===== config.mk =====
export PLATFORM = sky130hd
export DESIGN_NAME = first_fit_allocator_coalescing_unit
export DESIGN_NICKNAME = d
export VERILOG_FILES = /design/src/rtl/ffa_pkg.sv /design/src/rtl/first_fit_allocator_coalescing_unit.sv /design/src/rtl/ffa_ram.sv /design/src/rtl/ffa_walk.sv
export SDC_FILE = /design/constraint.sdc
export NUM_CORES = 2
export LEC_CHECK = 0
export ABC_AREA = 1
export BUFFER_PORTS_ARGS = -buffer_cell sky130_fd_sc_hd__buf_4
export CAP_MARGIN = 20
export CELL_PAD_IN_SITES_DETAIL_PLACEMENT = 0
export CELL_PAD_IN_SITES_GLOBAL_PLACEMENT = 2
export CORE_UTILIZATION = 38
export CTS_BUF_LIST = sky130_fd_sc_hd__clkbuf_16
export DETAILED_ROUTE_END_ITERATION = 7
export PLACE_DENSITY = 0.75
export SYNTH_ARGS = -nofsm -noshare
export SYNTH_HDL_FRONTEND = slang
export SYNTH_SLANG_ARGS = --single-unit

===== constraint.sdc =====
create_clock -name clock -period 9.5 [get_ports clock]
set_input_delay 1.9 -clock clock [delete_from_list [all_inputs] [get_ports clock]]
set_output_delay 1.9 -clock clock [all_outputs]
set_load 0.005 [all_outputs]

===== src/rtl/ffa_pkg.sv =====
// ----------------------------------------------------------------------------
// ffa_pkg: shared definitions for the first-fit allocator
// Sizes, codes, table entry layout and sequencer states.
// ----------------------------------------------------------------------------
`default_nettype none

package ffa_pkg;

   localparam int REGION_BYTES = 16384;
   localparam int HEADER_BYTES = 16;
   localparam int MAX_BLOCKS   = 64;

   localparam int IDX_W  = $clog2(MAX_BLOCKS);
   localparam int CNT_W  = $clog2(MAX_BLOCKS + 1);
   localparam int SIZE_W = $clog2(REGION_BYTES + 1);
   localparam int REQ_W  = 15;
   localparam int ADDR_W = 14;

   localparam logic KIND_ALLOC = 1'b0;
   localparam logic KIND_FREE  = 1'b1;

   typedef enum logic [1:0] {
      ST_OK          = 2'd0,
      ST_NO_FIT      = 2'd1,
      ST_BAD_ADDRESS = 2'd2
   } status_type;

   typedef struct packed {
      logic              in_use;
      logic [SIZE_W-1:0] size;
   } entry_type;

   localparam int ENTRY_W = $bits(entry_type);

   typedef enum logic [2:0] {
      S_INIT,
      S_IDLE,
      S_SCAN,
      S_FREE_R,
      S_SHIFT,
      S_TAIL
   } state_type;

   // commands from the sequencer to the arithmetic unit
   typedef struct packed {
      logic clear;
      logic advance;
      logic capture;
   } walk_ctl_type;

   // results of the arithmetic unit for the entry on the read port
   typedef struct packed {
      logic              fit;
      logic              split_ok;
      logic              match;
      logic [ADDR_W-1:0] grant_addr;
      logic [SIZE_W-1:0] tail_size;
      logic              prev_use;
      logic [SIZE_W-1:0] cur_size;
      logic [SIZE_W-1:0] merge_r;
      logic [SIZE_W-1:0] merge_l;
      logic [SIZE_W-1:0] merge_lr;
   } walk_stat_type;

endpackage

`default_nettype wire


===== src/rtl/first_fit_allocator_coalescing_unit.sv =====
// ----------------------------------------------------------------------------
// first_fit_allocator_coalescing_unit: first-fit heap allocator with merging
// Block table in RAM, walked one entry a cycle; inserts and merges move
// the tail of the table one entry a cycle.
// ----------------------------------------------------------------------------
// Busy from acceptance to the response strobe, set by the single RAM port
//   pair; one transaction at a time.
// Reset: synchronous; after reset the initial free block is written into
//   the table in S_INIT, busy high. Responses cannot be stalled.
// ----------------------------------------------------------------------------
`default_nettype none

module first_fit_allocator_coalescing_unit (
   input  wire logic                       clock,
   input  wire logic                       reset,
   input  wire logic                       start,
   output logic                            busy,
   input  wire logic                       req_kind,
   input  wire logic [ffa_pkg::REQ_W-1:0]  req_request_bytes,
   input  wire logic [ffa_pkg::ADDR_W-1:0] req_payload_address,
   output logic                            rsp_valid,
   output logic [1:0]                      rsp_status,
   output logic [ffa_pkg::ADDR_W-1:0]      rsp_granted_address
);

   localparam int IDX_W  = ffa_pkg::IDX_W;
   localparam int CNT_W  = ffa_pkg::CNT_W;
   localparam int SIZE_W = ffa_pkg::SIZE_W;
   localparam int ADDR_W = ffa_pkg::ADDR_W;

   localparam logic [SIZE_W-1:0] INIT_SIZE =
      SIZE_W'(ffa_pkg::REGION_BYTES - ffa_pkg::HEADER_BYTES);
   localparam logic [CNT_W-1:0] MAX_CNT = CNT_W'(ffa_pkg::MAX_BLOCKS);

   // sequencer state
   ffa_pkg::state_type  state_ff, state_in;
   logic [IDX_W-1:0]    idx_ff, idx_in;       // entry under examination
   logic [CNT_W-1:0]    count_ff, count_in;   // valid table entries

   // latched transaction
   logic                       kind_ff, kind_in;
   logic [ffa_pkg::REQ_W-1:0]  req_ff, req_in;
   logic [ADDR_W-1:0]          addr_ff, addr_in;

   // table move engine
   logic [IDX_W-1:0]  src_ff, src_in;
   logic [CNT_W-1:0]  cnt_ff, cnt_in;
   logic              pend_ff, pend_in;
   logic [IDX_W-1:0]  pend_dst_ff, pend_dst_in;
   logic              up_ff, up_in;
   logic              two_ff, two_in;
   logic              tail_pend_ff, tail_pend_in;
   logic [SIZE_W-1:0] tail_size_ff, tail_size_in;
   logic [ADDR_W-1:0] res_grant_ff, res_grant_in;

   // response registers
   logic              rsp_valid_ff, rsp_valid_in;
   logic [1:0]        rsp_status_ff, rsp_status_in;
   logic [ADDR_W-1:0] rsp_addr_ff, rsp_addr_in;

   // RAM ports
   logic                wr_en;
   logic [IDX_W-1:0]    wr_addr;
   ffa_pkg::entry_type  wr_data;
   logic [IDX_W-1:0]    rd_addr;
   logic [ffa_pkg::ENTRY_W-1:0] rd_raw;
   ffa_pkg::entry_type  rd_entry;

   ffa_pkg::walk_ctl_type  walk_ctl;
   ffa_pkg::walk_stat_type walk_stat;

   // helpers
   logic [CNT_W-1:0] idx_ext;
   logic             last_entry;
   logic             right_free;
   logic             left_free;
   logic             do_split;
   logic [CNT_W-1:0] cnt_minus_one;

   assign rd_entry = ffa_pkg::entry_type'(rd_raw);

   ffa_ram #(
      .WIDTH (ffa_pkg::ENTRY_W),
      .DEPTH (ffa_pkg::MAX_BLOCKS)
   ) u_table (
      .clock   (clock),
      .wr_en   (wr_en),
      .wr_addr (wr_addr),
      .wr_data (wr_data),
      .rd_addr (rd_addr),
      .rd_data (rd_raw)
   );

   ffa_walk u_walk (
      .clock           (clock),
      .ctl             (walk_ctl),
      .rd_entry        (rd_entry),
      .req_bytes       (req_ff),
      .payload_address (addr_ff),
      .stat            (walk_stat)
   );

   // control registers
   always_ff @(posedge clock) begin
      if (reset) begin
         state_ff     <= ffa_pkg::S_INIT;
         count_ff     <= CNT_W'(1);
         pend_ff      <= 1'b0;
         tail_pend_ff <= 1'b0;
         rsp_valid_ff <= 1'b0;
      end else begin
         state_ff     <= state_in;
         count_ff     <= count_in;
         pend_ff      <= pend_in;
         tail_pend_ff <= tail_pend_in;
         rsp_valid_ff <= rsp_valid_in;
      end
   end

   // payload registers
   always_ff @(posedge clock) begin
      idx_ff        <= idx_in;
      kind_ff       <= kind_in;
      req_ff        <= req_in;
      addr_ff       <= addr_in;
      src_ff        <= src_in;
      cnt_ff        <= cnt_in;
      pend_dst_ff   <= pend_dst_in;
      up_ff         <= up_in;
      two_ff        <= two_in;
      tail_size_ff  <= tail_size_in;
      res_grant_ff  <= res_grant_in;
      rsp_status_ff <= rsp_status_in;
      rsp_addr_ff   <= rsp_addr_in;
   end

   assign rsp_valid           = rsp_valid_ff;
   assign rsp_status          = rsp_status_ff;
   assign rsp_granted_address = rsp_addr_ff;

   always_comb begin
      // defaults: hold state, clear strobes, RAM quiet, prefetch next entry
      state_in      = state_ff;
      idx_in        = idx_ff;
      count_in      = count_ff;
      kind_in       = kind_ff;
      req_in        = req_ff;
      addr_in       = addr_ff;
      src_in        = src_ff;
      cnt_in        = cnt_ff;
      pend_in       = 1'b0;
      pend_dst_in   = pend_dst_ff;
      up_in         = up_ff;
      two_in        = two_ff;
      tail_pend_in  = tail_pend_ff;
      tail_size_in  = tail_size_ff;
      res_grant_in  = res_grant_ff;
      rsp_valid_in  = 1'b0;
      rsp_status_in = rsp_status_ff;
      rsp_addr_in   = rsp_addr_ff;
      wr_en         = 1'b0;
      wr_addr       = idx_ff;
      wr_data       = '0;
      rd_addr       = idx_ff + IDX_W'(1);
      walk_ctl      = '0;
      busy          = 1'b1;

      idx_ext       = {{(CNT_W-IDX_W){1'b0}}, idx_ff};
      last_entry    = (idx_ext + CNT_W'(1)) == count_ff;
      right_free    = !last_entry && !rd_entry.in_use;
      left_free     = (idx_ff != '0) && !walk_stat.prev_use;
      do_split      = walk_stat.split_ok && (count_ff < MAX_CNT);
      cnt_minus_one = count_ff - CNT_W'(1);

      unique case (state_ff)
         ffa_pkg::S_INIT: begin
            // place the single free block that spans the region
            wr_en    = 1'b1;
            wr_addr  = '0;
            wr_data  = '{in_use: 1'b0, size: INIT_SIZE};
            state_in = ffa_pkg::S_IDLE;
         end

         ffa_pkg::S_IDLE: begin
            busy           = 1'b0;
            rd_addr        = '0;
            walk_ctl.clear = 1'b1;
            if (start) begin
               kind_in  = req_kind;
               req_in   = req_request_bytes;
               addr_in  = req_payload_address;
               idx_in   = '0;
               state_in = ffa_pkg::S_SCAN;
            end
         end

         ffa_pkg::S_SCAN: begin
            // rd_entry holds entry idx; entry idx+1 is being fetched
            if (kind_ff == ffa_pkg::KIND_ALLOC) begin
               if (walk_stat.fit) begin
                  wr_en = 1'b1;
                  if (do_split) begin
                     wr_data      = '{in_use: 1'b1, size: SIZE_W'(req_ff)};
                     count_in     = count_ff + CNT_W'(1);
                     tail_pend_in = 1'b1;
                     tail_size_in = walk_stat.tail_size;
                     res_grant_in = walk_stat.grant_addr;
                     // open a hole at idx+1: move entries idx+1 .. count-1 up
                     up_in        = 1'b1;
                     two_in       = 1'b0;
                     src_in       = cnt_minus_one[IDX_W-1:0];
                     cnt_in       = count_ff - idx_ext - CNT_W'(1);
                     state_in     = ffa_pkg::S_SHIFT;
                  end else begin
                     wr_data       = '{in_use: 1'b1, size: rd_entry.size};
                     rsp_valid_in  = 1'b1;
                     rsp_status_in = ffa_pkg::ST_OK;
                     rsp_addr_in   = walk_stat.grant_addr;
                     state_in      = ffa_pkg::S_IDLE;
                  end
               end else if (last_entry) begin
                  rsp_valid_in  = 1'b1;
                  rsp_status_in = ffa_pkg::ST_NO_FIT;
                  rsp_addr_in   = '0;
                  state_in      = ffa_pkg::S_IDLE;
               end else begin
                  walk_ctl.advance = 1'b1;
                  idx_in           = idx_ff + IDX_W'(1);
               end
            end else begin
               if (walk_stat.match) begin
                  if (rd_entry.in_use) begin
                     walk_ctl.capture = 1'b1;
                     state_in         = ffa_pkg::S_FREE_R;
                  end else begin
                     rsp_valid_in  = 1'b1;
                     rsp_status_in = ffa_pkg::ST_BAD_ADDRESS;
                     rsp_addr_in   = '0;
                     state_in      = ffa_pkg::S_IDLE;
                  end
               end else if (last_entry) begin
                  rsp_valid_in  = 1'b1;
                  rsp_status_in = ffa_pkg::ST_BAD_ADDRESS;
                  rsp_addr_in   = '0;
                  state_in      = ffa_pkg::S_IDLE;
               end else begin
                  walk_ctl.advance = 1'b1;
                  idx_in           = idx_ff + IDX_W'(1);
               end
            end
         end

         ffa_pkg::S_FREE_R: begin
            // rd_entry is the right neighbour (if any); merge and close gaps
            wr_en        = 1'b1;
            tail_pend_in = 1'b0;
            res_grant_in = '0;
            up_in        = 1'b0;
            priority if (left_free && right_free) begin
               wr_addr  = idx_ff - IDX_W'(1);
               wr_data  = '{in_use: 1'b0, size: walk_stat.merge_lr};
               count_in = count_ff - CNT_W'(2);
               two_in   = 1'b1;
               src_in   = idx_ff + IDX_W'(2);
               cnt_in   = count_ff - idx_ext - CNT_W'(2);
               state_in = ffa_pkg::S_SHIFT;
            end else if (left_free) begin
               wr_addr  = idx_ff - IDX_W'(1);
               wr_data  = '{in_use: 1'b0, size: walk_stat.merge_l};
               count_in = cnt_minus_one;
               two_in   = 1'b0;
               src_in   = idx_ff + IDX_W'(1);
               cnt_in   = count_ff - idx_ext - CNT_W'(1);
               state_in = ffa_pkg::S_SHIFT;
            end else if (right_free) begin
               wr_data  = '{in_use: 1'b0, size: walk_stat.merge_r};
               count_in = cnt_minus_one;
               two_in   = 1'b0;
               src_in   = idx_ff + IDX_W'(2);
               cnt_in   = count_ff - idx_ext - CNT_W'(2);
               state_in = ffa_pkg::S_SHIFT;
            end else begin
               // no free neighbour: the block keeps its size
               wr_data       = '{in_use: 1'b0, size: walk_stat.cur_size};
               rsp_valid_in  = 1'b1;
               rsp_status_in = ffa_pkg::ST_OK;
               rsp_addr_in   = '0;
               state_in      = ffa_pkg::S_IDLE;
            end
         end

         ffa_pkg::S_SHIFT: begin
            // pipelined move: read src this cycle, write its data next cycle
            rd_addr = src_ff;
            if (pend_ff) begin
               wr_en   = 1'b1;
               wr_addr = pend_dst_ff;
               wr_data = rd_entry;
            end
            if (cnt_ff != '0) begin
               pend_in     = 1'b1;
               pend_dst_in = up_ff ? (src_ff + IDX_W'(1))
                                   : (src_ff - (two_ff ? IDX_W'(2) : IDX_W'(1)));
               src_in      = up_ff ? (src_ff - IDX_W'(1)) : (src_ff + IDX_W'(1));
               cnt_in      = cnt_ff - CNT_W'(1);
            end else if (tail_pend_ff) begin
               state_in = ffa_pkg::S_TAIL;
            end else begin
               rsp_valid_in  = 1'b1;
               rsp_status_in = ffa_pkg::ST_OK;
               rsp_addr_in   = res_grant_ff;
               state_in      = ffa_pkg::S_IDLE;
            end
         end

         ffa_pkg::S_TAIL: begin
            // new free remainder behind the split block
            wr_en         = 1'b1;
            wr_addr       = idx_ff + IDX_W'(1);
            wr_data       = '{in_use: 1'b0, size: tail_size_ff};
            tail_pend_in  = 1'b0;
            rsp_valid_in  = 1'b1;
            rsp_status_in = ffa_pkg::ST_OK;
            rsp_addr_in   = res_grant_ff;
            state_in      = ffa_pkg::S_IDLE;
         end

         default: begin
            state_in = ffa_pkg::S_IDLE;
         end
      endcase
   end

endmodule

`default_nettype wire


===== src/rtl/ffa_ram.sv =====
// ----------------------------------------------------------------------------
// ffa_ram: generic single-write, single-read RAM
// One write port, one read port, read data registered.
// ----------------------------------------------------------------------------
`default_nettype none

module ffa_ram #(
   parameter int WIDTH = 16,
   parameter int DEPTH = 64
) (
   input  wire logic                     clock,
   input  wire logic                     wr_en,
   input  wire logic [$clog2(DEPTH)-1:0] wr_addr,
   input  wire logic [WIDTH-1:0]         wr_data,
   input  wire logic [$clog2(DEPTH)-1:0] rd_addr,
   output logic      [WIDTH-1:0]         rd_data
);

   logic [WIDTH-1:0] mem [DEPTH];

   always_ff @(posedge clock) begin
      if (wr_en) begin
         mem[wr_addr] <= wr_data;
      end
      rd_data <= mem[rd_addr];
   end

endmodule

`default_nettype wire


===== src/rtl/ffa_walk.sv =====
// ----------------------------------------------------------------------------
// ffa_walk: shared arithmetic unit of the allocator
// Running header offset, fit and address compares, split and merge sizes.
// ----------------------------------------------------------------------------
`default_nettype none

module ffa_walk (
   input  wire logic                       clock,
   input  wire ffa_pkg::walk_ctl_type      ctl,
   input  wire ffa_pkg::entry_type         rd_entry,
   input  wire logic [ffa_pkg::REQ_W-1:0]  req_bytes,
   input  wire logic [ffa_pkg::ADDR_W-1:0] payload_address,
   output ffa_pkg::walk_stat_type          stat
);

   localparam logic [ffa_pkg::SIZE_W-1:0] HDR = ffa_pkg::SIZE_W'(ffa_pkg::HEADER_BYTES);

   logic [ffa_pkg::SIZE_W-1:0] hdr_ff, hdr_in;
   logic                       prev_use_ff, prev_use_in;
   logic [ffa_pkg::SIZE_W-1:0] prev_size_ff, prev_size_in;
   logic [ffa_pkg::SIZE_W-1:0] cur_size_ff, cur_size_in;
   logic [ffa_pkg::SIZE_W-1:0] payload_off;
   logic [ffa_pkg::SIZE_W-1:0] rest;

   always_ff @(posedge clock) begin
      hdr_ff       <= hdr_in;
      prev_use_ff  <= prev_use_in;
      prev_size_ff <= prev_size_in;
      cur_size_ff  <= cur_size_in;
   end

   always_comb begin
      hdr_in       = hdr_ff;
      prev_use_in  = prev_use_ff;
      prev_size_in = prev_size_ff;
      cur_size_in  = cur_size_ff;
      if (ctl.clear) begin
         hdr_in = '0;
      end else if (ctl.advance) begin
         hdr_in       = hdr_ff + HDR + rd_entry.size;
         prev_use_in  = rd_entry.in_use;
         prev_size_in = rd_entry.size;
      end
      if (ctl.capture) begin
         cur_size_in = rd_entry.size;
      end
   end

   always_comb begin
      payload_off     = hdr_ff + HDR;
      // only meaningful when the entry fits, so never negative
      rest            = rd_entry.size - ffa_pkg::SIZE_W'(req_bytes);
      stat.fit        = !rd_entry.in_use && (32'(rd_entry.size) >= 32'(req_bytes));
      stat.split_ok   = (rest >= HDR);
      stat.tail_size  = rest - HDR;
      stat.match      = (32'(payload_off) == 32'(payload_address));
      stat.grant_addr = payload_off[ffa_pkg::ADDR_W-1:0];
      stat.prev_use   = prev_use_ff;
      stat.cur_size   = cur_size_ff;
      stat.merge_r    = cur_size_ff + HDR + rd_entry.size;
      stat.merge_l    = prev_size_ff + HDR + cur_size_ff;
      stat.merge_lr   = prev_size_ff + cur_size_ff + rd_entry.size + HDR + HDR;
   end

endmodule

`default_nettype wire


==> out/results.ini <==
[run_status]
status=complete, no violations

[synth]
synthAdderAreaFrac=0.0390
yosys.cell_count.top_type=edfxtp_1
synth_edf_count=1157
async_flop_share=0
yosys-top-cells-area=edfxtp_1 (64%), o21ai_0 (5.7%), nor2_1 (5.1%)
ys_types=62
synthSimpleGateAreaFrac=0.115
synth.area.mux_share=0
synth.largest_area_cell=edfxtp_1
syn_area_um2=54700
ys_seq_area_frac=0.651
ys_ff_latch=1201
synth_nets=4933
synth-xor-area-share=0.0163
synth.avg_cell_area_um2=11.5
synth_compound_area_frac=0.138
synth_top_area_frac=0.635
ys_top_cells_by_count=edfxtp_1 (1,157), nor2_1 (738), o21ai_0 (619)
synth_top_flop_cell=edfxtp_1
postSynthCellCount=4742
synth_top_family_by_area=compound AO/OA/AOI/OAI gates
synth_warnings=0

[place]
io_buffers=50
place.gp.congestion=0.872
placedInstanceArea_um2=57400
dpl.cell_count=6522
hpwlAfterDp_um=100000

[die]
die_w_um=381
ioPinCount=51
dieArea_um2=145000
start_util=0.385
die_h_um=381
core-area_um2=142000
fp-row-count=138

[timing]
relSlewSlack=0.248
finalClockSkew_ns=0.0569
fmax_mhz=180
hold_viol=0
tightest_slew_ns=1.13
period_share=0.585
min_period_ns=5.56
finalSetupTns_ns=0
slew_violations=0
finalSetupViolCount=0
rsz0062_at_grt=false

[cts]
cts_root_buf=clkbuf_16
cts_tree=yes
cts_setup_buffers=0
clk_latency_ns=0.78
cts.clk_slew.worst_paths_ns=0.06
htree_levels=4
ctsHoldBuffers=0
cts_buffers=136
cts_resized=0
clock_path_buffers=3
cts.sinks=1201

[critical_path]
cp_max_fo=32
worst_ep_arrival_time_ns=6.03
start_kind=flop
ff2ff_setup_slack_ns=3.94
reg2reg_depth=15
r2r-start=u_table.rd_data[10]
path_class=flop to flop
r2r-end=u_table.mem[40][15]
required_ns=9.97
crit_path_end_kind=flop

[run]
drv_cap=0

[worst_hold_path]
whs_endpoint=tail_pend_ff
min_delay_path_depth=2
min_path_type=flop to flop
min_from=tail_pend_ff

[global_route]
grt_pass1_vias=36200
grt_usage=0.227
grt_pass1_wl_um=247000
grt_max_degree=212
overflow=0
antenna_found_initial=1

[cells_and_area]
num-fill-cells=13300
final_net_count=4965
finalNonFillerCells=6774
finalInstanceArea_um2=61700
areaGrowthSynthToFinish_pct=12.8
drive_gt1_frac=0.0971
multiInputGateArea_um2=17100
post-route-util=0.434
seq_area_um2=35600

[detailed_routing]
vias=37700
ant_nets=0
wl_per_cell_um=24.7
drt-pass1-iter-count=5
via_per_inst=5.57
wl_um=168000
drt_drc_violations_left=0
drt_iter0_drc=3006

## cell families (layout without fill, tap and decap cells)
logic type	count (synthesis)	count (layout)
XOR/XNOR	100	100
adder cells (fa/ha/maj)	158	158
AO/OA/AOI/OAI	1259	1259
flip-flops	1201	1201
other	0	2
buffers and inverters	528	668
AND/OR/NAND/NOR	1496	1496
## critical path, cell delays in order (launching register included)
cell and delay [ns]:
dfxtp_1 0.98, ha_1 0.37, nand2_1 0.13, nor2_1 0.24
nand3_1 0.13, o211ai_1 0.36, nand2_1 0.09, buf_4 0.25
nor2_1 0.49, inv_2 0.18, nand4_1 0.24, nand2_1 0.11
inv_2 0.11, nand2_1 0.22, nor2_1 0.90, buf_4 0.36
## registers in the layout, summed over array words and instances, names as in the netlist, 7 cells and up
name and count:
u_walk.hdr_ff 15, u_table.rd_data 16, u_table.mem 1024, cnt_ff 7
tail_size_ff 15, rsp_granted_address 14, req_ff 15, u_walk.prev_size_ff 15
u_walk.cur_size_ff 15, addr_ff 14, res_grant_ff 14, count_ff 7
## cell usage in the layout (no fill, tap or decap), drive strengths merged, types with 16 or more instances in the layout
cell / n
edfxtp: 1157
nor2: 754
o21ai: 639
nand2: 441
inv: 289
nand3: 230
buf: 162
o211ai: 151
a21oi: 140
ha: 137
o22ai: 137
clkbuf: 136
o221ai: 132
clkinv: 78
xor2: 76
dfxtp: 44
nand4: 35
xnor2: 24
fa: 21
nor3: 16
## how the worst max path moves through the flow
stage | from | endpoint | depth (start not counted)
floorplan | u_walk.cur_size_ff[2] | u_table.mem[0][8] | 12
global placement | u_table.rd_data[10] | u_table.mem[34][1] | 14
detailed placement | u_table.rd_data[10] | u_table.mem[34][1] | 14
CTS | u_table.rd_data[10] | u_table.mem[17][1] | 14
global route | u_table.rd_data[10] | u_table.mem[20][12] | 15
finish | u_table.rd_data[10] | u_table.mem[40][15] | 15
## through the flow
step	setup WS, ns	hold slack [ns]
floorplan	4.37	0.443
global placement	3.85	0.464
detailed placement	3.86	0.467
CTS	3.83	0.474
global route	3.74	0.512
finish	3.94	0.474
## routing by layer
metal	GRT usage	share of wire
met1	0.323	0.45
met2	0.364	0.47
met3	0.0286	0.054
met4	0.0663	0.027
met5	0	0
## area by class of cell
cell class / count / area share
Antenna cell: 2 / 0.0000811
Clock inverter: 110 / 0.0127
Tap cell: 1890 / 0.0383
Sequential cell: 1201 / 0.577
Multi-Input combinational cell: 3013 / 0.278
Timing Repair Buffer: 162 / 0.0224
Clock buffer: 136 / 0.0552
Inverter: 260 / 0.0163
Power is left out: the tool's default activity adds up to more than one toggle a clock period on the data nets, which glitch-free logic cannot reach.
